### src/rtl/ced_pkg.sv
`timescale 1ns / 1ps
// ----------------------------------------------------------------------------
// ced_pkg
// Shared types and codes of the C string escape decoder.
// ----------------------------------------------------------------------------
package ced_pkg;

  localparam logic [1:0] KIND_BYTE = 2'd0;
  localparam logic [1:0] KIND_END  = 2'd1;
  localparam logic [1:0] KIND_ERR  = 2'd2;

  localparam logic [2:0] ERR_NEWLINE  = 3'd0;
  localparam logic [2:0] ERR_DELIM    = 3'd1;
  localparam logic [2:0] ERR_DANGLING = 3'd2;
  localparam logic [2:0] ERR_HEX_WS   = 3'd3;
  localparam logic [2:0] ERR_BAD_NUM  = 3'd4;
  localparam logic [2:0] ERR_UNKNOWN  = 3'd5;

  localparam logic [7:0] DELIM_RESET = 8'd34;

  typedef struct packed {
    logic [7:0] ch;
    logic       at_end;
  } ced_in_t;

  typedef struct packed {
    logic [1:0]  kind;
    logic [7:0]  out_byte;
    logic [2:0]  error_code;
    logic [15:0] length;
    logic        last;
  } ced_res_t;

  // Pre-decoded source byte
  typedef struct packed {
    logic       at_end;
    logic [7:0] ch;
    logic       is_nl;
    logic       is_delim;
    logic       is_bslash;
    logic       is_sptab;
    logic       is_ws;
    logic       is_x;
    logic       is_89;
    logic       oct_ok;
    logic       hex_ok;
    logic [3:0] hex_val;
    logic       esc_ok;
    logic [7:0] esc_val;
  } ced_cls_t;

  typedef struct packed {
    logic [1:0] n;
    ced_res_t   r0;
    ced_res_t   r1;
  } ced_push_t;

endpackage

### src/rtl/ced_front.sv
`timescale 1ns / 1ps
// ----------------------------------------------------------------------------
// ced_front
// Accepts source bytes, classifies them and queues them for the back end.
// Holds the delimiter register.
// ----------------------------------------------------------------------------
module ced_front (
  input  logic             clk_i,
  input  logic             rst_ni,
  input  logic             in_valid_i,
  output logic             in_ready_o,
  input  ced_pkg::ced_in_t in_i,
  input  logic             cfg_valid_i,
  output logic             cfg_ready_o,
  input  logic [7:0]       cfg_data_i,
  output logic             q_valid_o,
  output ced_pkg::ced_cls_t q_item_o,
  input  logic             q_pop_i
);
  import ced_pkg::*;

  localparam logic [7:0] CH_TAB    = 8'h09;
  localparam logic [7:0] CH_NL     = 8'h0A;
  localparam logic [7:0] CH_CR     = 8'h0D;
  localparam logic [7:0] CH_SPACE  = 8'h20;
  localparam logic [7:0] CH_BSLASH = 8'h5C;
  localparam logic [7:0] CH_X      = 8'h78;

  logic [7:0] delim_q;
  ced_cls_t   cls;
  ced_cls_t   entry_q [2];
  logic       wp_q, rp_q;
  logic [1:0] cnt_q;
  logic       push, pop;

  assign cfg_ready_o = 1'b1;

  always_ff @(posedge clk_i or negedge rst_ni) begin
    if (!rst_ni) begin
      delim_q <= DELIM_RESET;
    end else if (cfg_valid_i) begin
      delim_q <= cfg_data_i;
    end
  end

  always_comb begin
    cls           = '0;
    cls.at_end    = in_i.at_end;
    cls.ch        = in_i.ch;
    cls.is_nl     = in_i.ch == CH_NL;
    cls.is_delim  = in_i.ch == delim_q;
    cls.is_bslash = in_i.ch == CH_BSLASH;
    cls.is_sptab  = (in_i.ch == CH_SPACE) || (in_i.ch == CH_TAB);
    cls.is_ws     = (in_i.ch == CH_SPACE) || ((in_i.ch >= CH_TAB) && (in_i.ch <= CH_CR));
    cls.is_x      = in_i.ch == CH_X;
    cls.is_89     = (in_i.ch == "8") || (in_i.ch == "9");
    cls.oct_ok    = (in_i.ch >= "0") && (in_i.ch <= "7");
    if ((in_i.ch >= "0") && (in_i.ch <= "9")) begin
      cls.hex_ok  = 1'b1;
      cls.hex_val = in_i.ch[3:0];
    end else if ((in_i.ch >= "a") && (in_i.ch <= "f")) begin
      cls.hex_ok  = 1'b1;
      cls.hex_val = 4'(in_i.ch - "a" + 8'd10);
    end else if ((in_i.ch >= "A") && (in_i.ch <= "F")) begin
      cls.hex_ok  = 1'b1;
      cls.hex_val = 4'(in_i.ch - "A" + 8'd10);
    end
    cls.esc_ok = 1'b1;
    unique case (in_i.ch)
      "0":     cls.esc_val = 8'h00;
      "a":     cls.esc_val = 8'h07;
      "b":     cls.esc_val = 8'h08;
      "f":     cls.esc_val = 8'h0C;
      "n":     cls.esc_val = 8'h0A;
      "r":     cls.esc_val = 8'h0D;
      "t":     cls.esc_val = 8'h09;
      "v":     cls.esc_val = 8'h0B;
      "\\":    cls.esc_val = 8'h5C;
      "\"":    cls.esc_val = 8'h22;
      default: cls.esc_ok  = 1'b0;
    endcase
  end

  assign in_ready_o = cnt_q != 2'd2;
  assign push       = in_valid_i && in_ready_o;
  assign pop        = q_pop_i && q_valid_o;
  assign q_valid_o  = cnt_q != 2'd0;
  assign q_item_o   = entry_q[rp_q];

  always_ff @(posedge clk_i or negedge rst_ni) begin
    if (!rst_ni) begin
      wp_q  <= 1'b0;
      rp_q  <= 1'b0;
      cnt_q <= 2'd0;
    end else begin
      if (push) wp_q <= ~wp_q;
      if (pop)  rp_q <= ~rp_q;
      cnt_q <= cnt_q + 2'(push) - 2'(pop);
    end
  end

  always_ff @(posedge clk_i) begin
    if (push) entry_q[wp_q] <= cls;
  end

endmodule

### src/rtl/ced_back.sv
`timescale 1ns / 1ps
// ----------------------------------------------------------------------------
// ced_back
// Escape state machine: runs one classified byte per cycle while space_ok_i is
// high, holds the numeric accumulator and byte count, emits up to two results.
// ----------------------------------------------------------------------------
module ced_back #(
  parameter int LENGTH_BITS = 16
) (
  input  logic              clk_i,
  input  logic              rst_ni,
  input  logic              q_valid_i,
  input  ced_pkg::ced_cls_t q_item_i,
  output logic              q_pop_o,
  input  logic              space_ok_i,
  output ced_pkg::ced_push_t push_o
);
  import ced_pkg::*;

  typedef enum logic [6:0] {
    MODE_IDLE    = 7'b0000001,
    MODE_ESC     = 7'b0000010,
    MODE_SKIPWS  = 7'b0000100,
    MODE_HEXFRST = 7'b0001000,
    MODE_HEX     = 7'b0010000,
    MODE_OCT     = 7'b0100000,
    MODE_ERR     = 7'b1000000
  } ced_mode_e;

  ced_mode_e              mode_q, mode_d;
  logic [63:0]            acc_q, acc_d;
  logic                   ovf_q, ovf_d;
  logic [LENGTH_BITS-1:0] cnt_q, cnt_d;
  logic                   take, plain;
  ced_res_t               r_v [2];
  logic [1:0]             n_v;

  function automatic ced_res_t mk_res(logic [1:0] kind, logic [7:0] b, logic [2:0] code,
                                      logic [LENGTH_BITS-1:0] cnt);
    ced_res_t                r;
    logic [LENGTH_BITS+15:0] ext;
    ext          = {16'd0, cnt};
    r.kind       = kind;
    r.out_byte   = b;
    r.error_code = code;
    r.length     = ext[15:0];
    r.last       = 1'b0;
    return r;
  endfunction

  function automatic logic [LENGTH_BITS-1:0] sat_inc(logic [LENGTH_BITS-1:0] c);
    return (c == '1) ? c : c + 1'b1;
  endfunction

  assign take    = q_valid_i && space_ok_i;
  assign q_pop_o = take;

  always_comb begin
    mode_d = mode_q;
    acc_d  = acc_q;
    ovf_d  = ovf_q;
    cnt_d  = cnt_q;
    plain  = 1'b0;
    n_v    = 2'd0;
    r_v[0] = '0;
    r_v[1] = '0;
    if (take) begin
      if (q_item_i.at_end) begin
        unique case (mode_q)
          MODE_ERR: begin
          end
          MODE_ESC: begin
            r_v[0] = mk_res(KIND_ERR, 8'h00, ERR_DANGLING, cnt_d);
            n_v    = 2'd1;
          end
          MODE_HEXFRST: begin
            r_v[0] = mk_res(KIND_ERR, 8'h00, ERR_BAD_NUM, cnt_d);
            n_v    = 2'd1;
          end
          MODE_HEX, MODE_OCT: begin
            cnt_d  = sat_inc(cnt_d);
            r_v[0] = mk_res(KIND_BYTE, ovf_q ? 8'hFF : acc_q[7:0], 3'd0, cnt_d);
            r_v[1] = mk_res(KIND_END, 8'h00, 3'd0, cnt_d);
            n_v    = 2'd2;
          end
          default: begin
            r_v[0] = mk_res(KIND_END, 8'h00, 3'd0, cnt_d);
            n_v    = 2'd1;
          end
        endcase
        mode_d = MODE_IDLE;
        acc_d  = '0;
        ovf_d  = 1'b0;
        cnt_d  = '0;
      end else begin
        unique case (mode_q)
          MODE_ERR: begin
          end
          MODE_ESC: begin
            mode_d = MODE_IDLE;
            if (q_item_i.esc_ok) begin
              cnt_d  = sat_inc(cnt_d);
              r_v[0] = mk_res(KIND_BYTE, q_item_i.esc_val, 3'd0, cnt_d);
              n_v    = 2'd1;
            end else if (q_item_i.is_nl) begin
              mode_d = MODE_SKIPWS;
            end else if (q_item_i.is_x) begin
              mode_d = MODE_HEXFRST;
            end else if (q_item_i.oct_ok) begin
              acc_d  = {61'd0, q_item_i.ch[2:0]};
              ovf_d  = 1'b0;
              mode_d = MODE_OCT;
            end else begin
              r_v[0] = mk_res(KIND_ERR, 8'h00, q_item_i.is_89 ? ERR_BAD_NUM : ERR_UNKNOWN,
                              cnt_d);
              n_v    = 2'd1;
              mode_d = MODE_ERR;
            end
          end
          MODE_SKIPWS: begin
            plain = !q_item_i.is_sptab;
          end
          MODE_HEXFRST: begin
            if (q_item_i.is_ws || !q_item_i.hex_ok) begin
              r_v[0] = mk_res(KIND_ERR, 8'h00, q_item_i.is_ws ? ERR_HEX_WS : ERR_BAD_NUM,
                              cnt_d);
              n_v    = 2'd1;
              mode_d = MODE_ERR;
            end else begin
              acc_d  = {60'd0, q_item_i.hex_val};
              ovf_d  = 1'b0;
              mode_d = MODE_HEX;
            end
          end
          MODE_HEX, MODE_OCT: begin
            if ((mode_q == MODE_HEX) && q_item_i.hex_ok) begin
              ovf_d = ovf_q | (|acc_q[63:60]);
              acc_d = {acc_q[59:0], q_item_i.hex_val};
            end else if ((mode_q == MODE_OCT) && q_item_i.oct_ok) begin
              ovf_d = ovf_q | (|acc_q[63:61]);
              acc_d = {acc_q[60:0], q_item_i.ch[2:0]};
            end else begin
              cnt_d  = sat_inc(cnt_d);
              r_v[0] = mk_res(KIND_BYTE, ovf_q ? 8'hFF : acc_q[7:0], 3'd0, cnt_d);
              n_v    = 2'd1;
              acc_d  = '0;
              ovf_d  = 1'b0;
              plain  = 1'b1;
            end
          end
          default: begin
            plain = 1'b1;
          end
        endcase
        if (plain) begin
          mode_d = MODE_IDLE;
          if (q_item_i.is_nl) begin
            r_v[n_v[0]] = mk_res(KIND_ERR, 8'h00, ERR_NEWLINE, cnt_d);
            n_v         = n_v + 2'd1;
            mode_d      = MODE_ERR;
          end else if (q_item_i.is_delim) begin
            r_v[n_v[0]] = mk_res(KIND_ERR, 8'h00, ERR_DELIM, cnt_d);
            n_v         = n_v + 2'd1;
            mode_d      = MODE_ERR;
          end else if (q_item_i.is_bslash) begin
            mode_d = MODE_ESC;
          end else begin
            cnt_d       = sat_inc(cnt_d);
            r_v[n_v[0]] = mk_res(KIND_BYTE, q_item_i.ch, 3'd0, cnt_d);
            n_v         = n_v + 2'd1;
          end
        end
      end
      if (n_v == 2'd2) begin
        r_v[1].last = 1'b1;
      end else if (n_v == 2'd1) begin
        r_v[0].last = 1'b1;
      end
    end
    push_o.n  = n_v;
    push_o.r0 = r_v[0];
    push_o.r1 = r_v[1];
  end

  always_ff @(posedge clk_i or negedge rst_ni) begin
    if (!rst_ni) begin
      mode_q <= MODE_IDLE;
      acc_q  <= '0;
      ovf_q  <= 1'b0;
      cnt_q  <= '0;
    end else begin
      mode_q <= mode_d;
      acc_q  <= acc_d;
      ovf_q  <= ovf_d;
      cnt_q  <= cnt_d;
    end
  end

endmodule

### src/rtl/ced_res_fifo.sv
`timescale 1ns / 1ps
// ----------------------------------------------------------------------------
// ced_res_fifo
// Four-entry result queue: takes up to two results a cycle, sends one if ready.
// ----------------------------------------------------------------------------
module ced_res_fifo (
  input  logic               clk_i,
  input  logic               rst_ni,
  input  ced_pkg::ced_push_t push_i,
  output logic               space_ok_o,
  output logic               out_valid_o,
  input  logic               out_ready_i,
  output ced_pkg::ced_res_t  out_o
);
  import ced_pkg::*;

  ced_res_t   entry_q [4];
  logic [1:0] wp_q, rp_q, wp1;
  logic [2:0] cnt_q;
  logic       pop;

  assign space_ok_o  = cnt_q <= 3'd2;
  assign out_valid_o = cnt_q != 3'd0;
  assign out_o       = entry_q[rp_q];
  assign pop         = out_valid_o && out_ready_i;
  assign wp1         = wp_q + 2'd1;

  always_ff @(posedge clk_i or negedge rst_ni) begin
    if (!rst_ni) begin
      wp_q  <= '0;
      rp_q  <= '0;
      cnt_q <= '0;
    end else begin
      wp_q  <= wp_q + push_i.n;
      if (pop) rp_q <= rp_q + 2'd1;
      cnt_q <= cnt_q + {1'b0, push_i.n} - 3'(pop);
    end
  end

  always_ff @(posedge clk_i) begin
    if (push_i.n != 2'd0) entry_q[wp_q] <= push_i.r0;
    if (push_i.n == 2'd2) entry_q[wp1]  <= push_i.r1;
  end

endmodule

### src/rtl/c_escape_decoder.sv
`timescale 1ns / 1ps
// ----------------------------------------------------------------------------
// c_escape_decoder
// Decodes a C string literal body byte by byte: escapes, numeric escapes,
// line splices and error detection.
// ----------------------------------------------------------------------------
//  channel | dir | handshake              | payload
//  in      | in  | in_valid_i/in_ready_o   | in_i  (ch, at_end)
//  out     | out | out_valid_o/out_ready_i | out_o (kind, out_byte, error_code,
//          |     |                         |        length, last)
//  cfg     | in  | cfg_valid_i/cfg_ready_o | cfg_data_i (delimiter)
//
// One request accepted per cycle while in_ready_o is high; its first result
// goes through the input queue and then the result queue. A request that
// closes a numeric escape can give two results; the output port sends one per
// cycle while out_ready_i is high, so the result port sets the sustained rate.
// A two-entry input queue and a four-entry result queue let either side stall
// on its own. No clearing pass after reset; cfg_ready_o is always high.
// ----------------------------------------------------------------------------
module c_escape_decoder #(
  parameter int LENGTH_BITS = 16
) (
  input  logic              clk_i,
  input  logic              rst_ni,
  input  logic              in_valid_i,
  output logic              in_ready_o,
  input  ced_pkg::ced_in_t  in_i,
  output logic              out_valid_o,
  input  logic              out_ready_i,
  output ced_pkg::ced_res_t out_o,
  input  logic              cfg_valid_i,
  output logic              cfg_ready_o,
  input  logic [7:0]        cfg_data_i
);
  import ced_pkg::*;

  logic      q_valid, q_pop, space_ok;
  ced_cls_t  q_item;
  ced_push_t push;

  ced_front u_front (
    .clk_i       (clk_i),
    .rst_ni      (rst_ni),
    .in_valid_i  (in_valid_i),
    .in_ready_o  (in_ready_o),
    .in_i        (in_i),
    .cfg_valid_i (cfg_valid_i),
    .cfg_ready_o (cfg_ready_o),
    .cfg_data_i  (cfg_data_i),
    .q_valid_o   (q_valid),
    .q_item_o    (q_item),
    .q_pop_i     (q_pop)
  );

  ced_back #(
    .LENGTH_BITS (LENGTH_BITS)
  ) u_back (
    .clk_i      (clk_i),
    .rst_ni     (rst_ni),
    .q_valid_i  (q_valid),
    .q_item_i   (q_item),
    .q_pop_o    (q_pop),
    .space_ok_i (space_ok),
    .push_o     (push)
  );

  ced_res_fifo u_res_fifo (
    .clk_i       (clk_i),
    .rst_ni      (rst_ni),
    .push_i      (push),
    .space_ok_o  (space_ok),
    .out_valid_o (out_valid_o),
    .out_ready_i (out_ready_i),
    .out_o       (out_o)
  );

endmodule

### config.mk
export PLATFORM = sky130hd
export DESIGN_NAME = c_escape_decoder
export DESIGN_NICKNAME = d
export VERILOG_FILES = /design/src/rtl/ced_pkg.sv /design/src/rtl/ced_front.sv /design/src/rtl/ced_back.sv /design/src/rtl/ced_res_fifo.sv /design/src/rtl/c_escape_decoder.sv
export SDC_FILE = /design/constraint.sdc
export NUM_CORES = 1
export LEC_CHECK = 0
export BUFFER_PORTS_ARGS = -buffer_cell sky130_fd_sc_hd__buf_2
export CORE_AREA = 2 2 264 266
export CTS_CLUSTER_DIAMETER = 40
export DETAILED_ROUTE_END_ITERATION = 10
export DIE_AREA = 0 0 266 268
export PLACE_DENSITY = 0.49
export SLEW_MARGIN = 30
export SYNTH_ARGS = -nofsm -noshare
export SYNTH_HDL_FRONTEND = slang
export SYNTH_SLANG_ARGS = --single-unit
### constraint.sdc
create_clock -name clk_i -period 17 [get_ports clk_i]
set_clock_uncertainty 0.1 [all_clocks]
set_input_delay 0.85 -clock clk_i [delete_from_list [all_inputs] [get_ports clk_i]]
set_output_delay 0.85 -clock clk_i [all_outputs]
set_load 0.05 [all_outputs]
==> reports/results.tsv, run 1 <==
metric	value	unit
status	complete, no violations	
hp-class	in -> async	
final-hold-violation-count	0	
synth-async-reset-ratio	37.54	%
max_freq	183.7	MHz
fillerInstances	7082	
comb_power_share	40.5	%
worstPathCellList	buf_4 -> mux2_4 -> o32ai_2 -> o21a_1 -> buf_4 -> nand2_1 -> xnor2_1 -> ha_1 -> nand2_1 -> nor2_1 -> o21ai_1 -> a21oi_1 -> o22ai_1 -> a31oi_1 -> a21oi_1	
grt_pass1_wl	86380	um
ys.flop_type	edfxtp_1	
routed_wl	56450	um
clock-sinks	285	
die_x	266	um
dr.pass1.iters	6	
die_y	268	um
drive_gt1_share	16.40	%
drt-wirelength-per-cell	21.75	um
power_leakage	7.151	nW
path_class	reg -> reg	
p_switching	1.327	mW
min_period_over_period	32.03	%
cts-root-buf	clkbuf_16	
slew_headroom	32.58	%
min_period	5.445	ns
postRouteAntennaNets	0	
cts_resized	0	
vias	13610	
tightestPinTransition	1.011	ns
cts_hold_buffers	0	
yosysTopAreaCell	edfxtp_1	
viasPerCell	5.245	
grt_use_total	15.70	%
path_depth	15	
avgSynthCellArea	10.24	sq um
setup_violations	0	
synth_top_area_share	31.40	%
die_area	71290	sq um
dpl.hpwl	38640	um
areaGrowthSynthToFinish	16.16	%
drc	0	
timing.rr.end	u_res_fifo.entry_q[1][5]	
gp_congestion	0.9419	
grt_pass1_vias	13610	
crit_family	compound AO/OA/AOI/OAI gates	
synth_edf_count	178	
synth_area	17020	sq um
overflow	0	
cts_setup_buffers	0	
cts_tree	yes	
r2r-start	u_front.rp_q	
core_area	68230	sq um
critical_path.max_fanout	36	
drv_cap	0	
synth_area_leaders	edfxtp_1, dfrtp_1, mux2i_1, nand2_1, o21ai_0	
drt_iter0_drc	1393	
netlist_top_cells_count	nand2_1, edfxtp_1, o21ai_0	
worstSetupStartpoint	u_front.rp_q	
path_clk_slew	0.06	ns
seq_power_share	30.6	%
ys_seq_area_share	47.15	%
cp_slowest_stage_delay	0.69	ns
io_buffers	53	
ir_drop	0.00009077	V
path_buf_inv	2	
grt_max_degree	127	
pwr-share-clk	28.9	%
antenna_found_initial	0	
synth_seq_cells	285	
ys.warnings.count	0	
p_per_area	156.3	nW/um^2
cts_max_path_buffers	3	
endpoint_kind	register	
final_core_util	28.99	%
swShare	42.94	%
reg2reg_depth	15	
rsz0062_at_grt	false	
slew_viol_final	0	
finalNetCount	1711	
crit_required	17.19	ns
yosysMostFrequentCell	nand2_1	
antenna_cells	0	
numCtsBuffers	47	
endpoint	u_res_fifo.entry_q[1][5]	
rrSetupSlack	11.56	ns
setup_tns	0	ns
worst_setup_path_start_kind	register	
power.internal	1.764	mW
pin_count	55	
cp_slowest_cell	a31oi_1	
arrival	5.63	ns
syn_inst	1663	
start_util	24.95	%
clock_latency	0.59	ns
fp-row-count	96	
synth.distinct_cells	96	
whs	0.2154	ns
cts_max_level	2	
synth_nets	1699	
-- placed cells by master, fill, tap and decap left out, types with 10 or more instances in the layout --
cell type,count
nand2b_1,12
nor2_1,121
dfrtp_1,102
a22o_1,13
xnor2_1,36
mux2i_1,116
mux4_2,30
nand2_1,203
nand3_1,38
o31ai_1,73
mux2_2,33
xor2_1,13
a21o_1,11
nand4_1,10
o221ai_1,12
inv_1,22
or3_1,10
edfxtp_1,178
a31oi_1,13
inv_6,11
buf_2,52
clkbuf_16,47
nor3_1,32
buf_4,38
a21oi_1,99
ha_1,13
o21ai_0,135
a22oi_1,26
-- power by group through the flow --
stage	Clock, mW	Combinational [mW]	Sequential (mW)
2_1_floorplan	0	0.853	0.941
3_3_place_gp	0	1.25	0.954
3_5_place_dp	0	1.25	0.959
4_1_cts	0.915	1.26	0.946
5_1_grt	0.942	1.34	0.956
6_report	0.892	1.25	0.945
-- flip-flops by register name (all words and copies together), names as in the netlist --
| name | count |
|---|---|
| u_res_fifo.entry_q | 120 |
| u_back.acc_q | 64 |
| u_front.entry_q | 58 |
| u_back.cnt_q | 16 |
| u_front.delim_q | 8 |
| u_back.mode_q | 7 |
| u_res_fifo.cnt_q | 3 |
| u_front.cnt_q | 2 |
| u_res_fifo.rp_q | 2 |
| u_res_fifo.wp_q | 2 |
| u_back.ovf_q | 1 |
| u_front.rp_q | 1 |
| u_front.wp_q | 1 |
-- through the flow --
step / setup WS (ns) / cells / power (mW) / area, sq um
2_1_floorplan: 11.47 / 1663 / 1.795 / 17020
3_3_place_gp: 11.69 / 2507 / 2.203 / 18260
3_5_place_dp: 11.66 / 2507 / 2.212 / 18270
4_1_cts: 11.66 / 2594 / 3.117 / 19750
5_1_grt: 11.26 / 2595 / 3.240 / 19780
6_report: 11.56 / 2595 / 3.091 / 19780
-- how the worst min path moves through the flow --
stage / from / to / slack, ns / depth (start not counted)
2_1_floorplan: u_back.acc_q[61] / u_back.acc_q[61] / 0.34 / 2
3_3_place_gp: u_back.acc_q[63] / u_back.acc_q[63] / 0.36 / 2
3_5_place_dp: u_back.acc_q[62] / u_back.acc_q[62] / 0.37 / 2
4_1_cts: rst_ni / u_back.acc_q[29] / 0.22 / 1
5_1_grt: rst_ni / u_back.acc_q[36] / 0.27 / 1
6_report: rst_ni / u_back.acc_q[29] / 0.22 / 1
-- cell type report --
type | count | area (sq um) | area share (%)
Clock buffer | 57 | 1224 | 6.188
Multi-Input combinational cell | 1226 | 8496 | 42.96
Tap cell | 882 | 1104 | 5.581
Clock inverter | 30 | 252.7 | 1.278
Sequential cell | 285 | 8029 | 40.60
Inverter | 23 | 86.33 | 0.4366
Timing Repair Buffer | 92 | 584.3 | 2.955
-- metal layers --
metal / wire (um) / GRT usage (%) / share of wire, % / up-vias
li1: - / - / - / 6324
met1: 26060 / 22.05 / 46 / 6753
met2: 25350 / 24.49 / 45 / 432
met3: 3318 / 2.703 / 5.9 / 103
met4: 1717 / 5.147 / 3.0 / 0
met5: 0 / 0 / 0 / -
-- cells by family (layout without fill, tap and decap cells) --
kind of cell	Yosys count	after routing	share of synthesized area [%]
adders and majority gates	14	14	1.073
muxes	181	181	13.12
xor gates and xnor gates	49	49	2.521
DFF	285	285	47.15
other	1	1	0.02203
buffers and inverters	152	202	3.660
and+or+nand+nor	505	505	14.15
AOI/OAI and AO/OA	476	476	18.31
-- worst reg2reg max path, stage by stage, from the launching register on --
cell	delay [ns]
dfrtp_2	0.33
buf_4	0.48
mux2_4	0.39
o32ai_2	0.41
o21a_1	0.19
buf_4	0.27
nand2_1	0.21
xnor2_1	0.40
ha_1	0.30
nand2_1	0.23
nor2_1	0.37
o21ai_1	0.32
a21oi_1	0.22
o22ai_1	0.09
a31oi_1	0.69
a21oi_1	0.17
Note: power is estimated with default switching activity, not from simulation.
==> inputs of run 2 (changes only) <==
Clock period 17 ns to 5.19 ns, I/O delays scaled along.
==> reports/results.tsv, run 2 (synthesis results as in run 1) <==
metric	value	unit	change
ir_drop	0.0002516	V	was 0.00009077 V
finalPower	10.12	mW	was 3.091 mW
cts_max_path_buffers	3		unchanged
final_cell_mix	nand2_1, edfxtp_1, o21ai_0, nor2_1, mux2i_1		unchanged
rsz0062_at_grt	false		unchanged
die_y	268	um	unchanged
gp_congestion	0.9435		was 0.9419
largest_reg_flops	120		unchanged
dpl.hpwl	40500	um	was 38,640 um
critical_path.max_fanout	13		was 36
setup_violations	0		unchanged
numCtsBuffers	40		was 47
fp-row-count	96		unchanged
viasPerCell	5.197		was 5.245
die_area	71290	sq um	unchanged
drc	0		unchanged
worstSetupStartpoint	u_back.cnt_q[1]		was u_front.rp_q
cts_tree	yes		unchanged
slew_headroom	31.30	%	was 32.58%
grt_pass1_vias	13800		was 13,610
hp-class	in -> reg		was in -> async
status	complete, no violations		unchanged
grt_pass1_wl	86910	um	was 86,380 um
top_regs	u_res_fifo.entry_q: 120 flops, u_back.acc_q: 64 flops, u_front.entry_q: 58 flops		unchanged
rrSetupSlack	0.51	ns	was 11.56 ns
drv_cap	0		unchanged
r2r-start	u_back.cnt_q[1]		was u_front.rp_q
crit_required	5.51	ns	was 17.19 ns
whs	0.03618	ns	was 0.2154 ns
finalNetCount	1775		was 1,711
setup_tns	0	ns	unchanged
arrival	4.99	ns	was 5.63 ns
place_inst	2550		was 2,507
drt_iter0_drc	1275		was 1,393
clock-sinks	285		unchanged
p_per_area	498.8	nW/um^2	was 156.3 nW/um^2
path_class	reg -> reg		unchanged
worst_slack	0.5149	ns	was 11.56 ns
post-place-ws	0.3141	ns	was 11.66 ns
regMostFlops	u_res_fifo.entry_q		unchanged
die_x	266	um	unchanged
tightestPinTransition	1.019	ns	was 1.011 ns
slew_viol_final	0		unchanged
clock_latency	0.60	ns	was 0.59 ns
io_buffers	53		unchanged
final_core_util	29.75	%	was 28.99%
multi_input_area	8478	sq um	was 8496 sq um
areaGrowthSynthToFinish	19.24	%	was 16.16%
whs_endpoint	u_front.entry_q[1][23]		
start_util	24.95	%	unchanged
pin_count	55		unchanged
timing.rr.end	u_res_fifo.entry_q[3][16]		was u_res_fifo.entry_q[1][5]
endpoint_kind	register		unchanged
max_freq	213.9	MHz	was 183.7 MHz
instances_no_fill	2651		was 2,595
fillerInstances	7073		was 7,082
final-hold-violation-count	0		unchanged
cts_max_level	2		unchanged
drt-wirelength-per-cell	21.42	um	was 21.75 um
power_leakage	7.434	nW	was 7.151 nW
final_area	20300	sq um	was 19,780 sq um
dr.pass1.iters	6		unchanged
holdPathStages	1		
path_clk_slew	0.06	ns	about the same
postRouteAntennaNets	0		unchanged
antenna_found_initial	0		unchanged
overflow	0		unchanged
place_area	18620	sq um	was 18,270 sq um
min_from	in_i[3]		
seqCellArea	8030	sq um	was 8029 sq um
worst_setup_path_start_kind	register		unchanged
routed_wl	56790	um	was 56,450 um
antenna_cells	0		unchanged
cts-root-buf	clkbuf_16		unchanged
drive_gt1_share	17.98	%	was 16.40%
min_period	4.675	ns	was 5.445 ns
core_area	68230	sq um	unchanged
vias	13780		was 13,610
min_period_over_period	90.08	%	was 32.03%
reg2reg_depth	15		unchanged
grt_max_degree	94		was 127
final_common_cell	nand2_1		unchanged
grt_use_total	15.86	%	was 15.70%
[run 2: final cells by class]
class | instances | share of cell area, %
multi-input cells | 1226 | 41.77
flip-flops and latches | 285 | 39.56
repair buffers | 163 | 6.028
well taps | 882 | 5.436
clock buffers | 44 | 5.005
clock inverters | 28 | 1.781
inverters | 23 | 0.4253
[run 2: how the worst max path moves through the flow]
| stage | cells after the start | end | slack (ns) |
|---|---|---|---|
| after floorplan | 17 | u_res_fifo.entry_q[2][0] | 0.45 |
| after global placement | 15 | u_res_fifo.entry_q[2][16] | 0.40 |
| after detailed placement | 15 | u_res_fifo.entry_q[3][16] | 0.31 |
| after CTS | 15 | u_res_fifo.entry_q[3][16] | 0.27 |
| after global routing | 15 | u_res_fifo.entry_q[0][15] | 0.06 |
| final | 15 | u_res_fifo.entry_q[3][16] | 0.51 |
[run 2: what timing repair did]
item,in CTS,in global routing
hold endpoints to repair,64,0
setup endpoints to repair,0,26
setup buffers,0,2
gates resized for setup,0,2
hold buffers,27,0
[run 2: critical path, cell delays in order (launching register included)]
cell and delay, ns:
dfrtp_2 0.47, ha_1 0.25, nand4_4 0.21, or4_1 0.68
nand2_1 0.22, xnor2_1 0.26, ha_1 0.31, nand2_1 0.10
buf_4 0.19, nor4_4 0.41, nand2_2 0.28, and3_1 0.27
a221oi_1 0.41, buf_4 0.20, nand2_1 0.05, o21ai_0 0.08
[run 2: layer usage]
layer  share of wire (%)  GRT usage [%]  wire, um
met2                  48          26.17     27120
met3                 5.4          2.712      3039
met4                 2.8          5.041      1605
met1                  44          21.17     25030
met5                   0              0         0
[run 2: power breakdown]
part	switching, mW	internal [mW]
logic	2.96	1.23
clock network	1.14	1.66
registers	0.196	2.94
==> inputs of run 3 (changes only) <==
Settings changed: CORE_AREA 2 2 264 266 to 10 10 272 274, CTS_CLUSTER_SIZE set to 24, DIE_AREA 0 0 266 268 to 0 0 282 284.
==> reports/results.tsv, run 3 (synthesis results as in run 1) <==
metric	value	unit	change
status	complete, no violations		unchanged
ir_drop	0.0002667	V	was 0.0002516 V
path_class	reg -> reg		unchanged
max_freq	206.5	MHz	was 213.9 MHz
slew_headroom	31.02	%	was 31.30%
fp-row-count	96		unchanged
vias	13900		was 13,780
routed_wl	57120	um	was 56,790 um
grt_use_total	14.03	%	was 15.86%
arrival	5.04	ns	was 4.99 ns
min_period	4.843	ns	was 4.675 ns
final-hold-violation-count	0		unchanged
cts_tree	yes		unchanged
cts_max_path_buffers	3		unchanged
crit_required	5.39	ns	was 5.51 ns
drive_gt1_share	18.07	%	was 17.98%
die_y	284	um	was 268 um
areaGrowthSynthToFinish	19.76	%	was 19.24%
endpoint_kind	register		unchanged
whs	0.05070	ns	was 0.03618 ns
seqCellArea	8029	sq um	was 8030 sq um
final_area	20390	sq um	was 20,300 sq um
worst_setup_path_start_kind	register		unchanged
critical_path.max_fanout	13		unchanged
place_inst	2546		was 2,550
timing.rr.end	u_res_fifo.entry_q[3][4]		was u_res_fifo.entry_q[3][16]
setup_violations	0		unchanged
path_clk_slew	0.05	ns	was 0.06 ns
place_area	18560	sq um	was 18,620 sq um
numCtsBuffers	46		was 40
drv_cap	0		unchanged
r2r-start	u_back.cnt_q[1]		unchanged
grt_max_degree	70		was 94
post-place-ws	0.4335	ns	was 0.3141 ns
final_common_cell	nand2_1		unchanged
rrSetupSlack	0.35	ns	was 0.51 ns
reg2reg_depth	16		was 15
cts-root-buf	clkbuf_16		unchanged
drt_iter0_drc	1300		was 1,275
tightestPinTransition	1.034	ns	was 1.019 ns
pin_count	55		unchanged
start_util	24.91	%	was 24.95%
postRouteAntennaNets	0		unchanged
grt_pass1_vias	13890		was 13,800
dpl.hpwl	40440	um	was 40,500 um
viasPerCell	5.230		was 5.197
largest_reg_flops	120		unchanged
clock-sinks	285		unchanged
clock_latency	0.60	ns	about the same
grt_pass1_wl	87830	um	was 86,910 um
antenna_cells	0		unchanged
core_area	68350	sq um	was 68,230 sq um
fillerInstances	7060		was 7,073
slew_viol_final	0		unchanged
overflow	0		unchanged
hp-class	in -> async		was in -> reg
io_buffers	53		unchanged
finalPower	10.39	mW	was 10.12 mW
antenna_found_initial	0		unchanged
instances_no_fill	2658		was 2,651
dr.pass1.iters	5		was 6
cts_max_level	2		unchanged
finalNetCount	1776		was 1,775
setup_tns	0	ns	unchanged
top_regs	u_res_fifo.entry_q: 120 flops, u_back.acc_q: 64 flops, u_front.entry_q: 58 flops		unchanged
die_area	80090	sq um	was 71,290 sq um
worst_slack	0.3470	ns	was 0.5149 ns
gp_congestion	0.9732		was 0.9435
drt-wirelength-per-cell	21.49	um	was 21.42 um
min_period_over_period	93.31	%	was 90.08%
power_leakage	7.477	nW	was 7.434 nW
p_per_area	509.5	nW/um^2	was 498.8 nW/um^2
drc	0		unchanged
final_cell_mix	nand2_1, edfxtp_1, o21ai_0, nor2_1, mux2i_1		unchanged
final_core_util	29.83	%	was 29.75%
die_x	282	um	was 266 um
multi_input_area	8492	sq um	was 8478 sq um
rsz0062_at_grt	false		unchanged
regMostFlops	u_res_fifo.entry_q		unchanged
==> run 3: power breakdown <==
part / internal, mW / switching, mW
Sequential: 2.94 / 0.213
Clock: 1.86 / 1.18
Combinational: 1.22 / 2.98
==> run 3: worst max-delay path, stage by stage, from the launching register on <==
cell,delay [ns]
dfrtp_1,0.53
ha_1,0.28
nand4_4,0.21
or4_1,0.69
and3_1,0.23
a21oi_1,0.27
inv_1,0.13
ha_1,0.26
nand2_1,0.26
nor4_4,0.10
buf_4,0.20
a21o_1,0.26
a21oi_1,0.18
nor2_1,0.04
o21ai_0,0.48
buf_4,0.23
mux2i_1,0.07
==> run 3: how the worst max path moves through the flow <==
stage / from / endpoint / slack, ns / cells past startpoint
2_1_floorplan: u_back.mode_q[1] / u_res_fifo.entry_q[2][0] / 0.45 / 17
3_3_place_gp: u_back.cnt_q[1] / u_res_fifo.entry_q[0][4] / 0.48 / 16
3_5_place_dp: u_back.cnt_q[1] / u_res_fifo.entry_q[3][4] / 0.43 / 16
4_1_cts: u_back.cnt_q[1] / u_res_fifo.entry_q[3][4] / 0.39 / 16
5_1_grt: u_back.cnt_q[1] / u_res_fifo.entry_q[1][10] / 0.08 / 14
6_report: u_back.cnt_q[1] / u_res_fifo.entry_q[3][4] / 0.35 / 16
==> run 3: cell type report <==
class	count	area share, %
multi-input cells	1226	41.65
clock inverters	31	1.749
inverters	23	0.4235
clock buffers	53	5.775
well taps	882	5.413
repair buffers	158	5.603
flip-flops and latches	285	39.38
==> run 3: per-layer routing <==
metal | global-route usage (%) | share of wire (%) | vias to the layer above
met5 | 0 | 0 | -
met4 | 4.640 | 3.2 | 0
met3 | 2.565 | 5.9 | 103
met2 | 22.35 | 47 | 465
met1 | 18.83 | 44 | 6895
li1 | - | - | 6438
==> run 3: timing repair <==
item                                    4_1_cts  5_1_grt
gates resized for setup                       0        1
setup buffers                                 0        0
endpoints found under the setup margin        0        4
hold buffers                                 28        0
hold endpoints to repair                     62        0
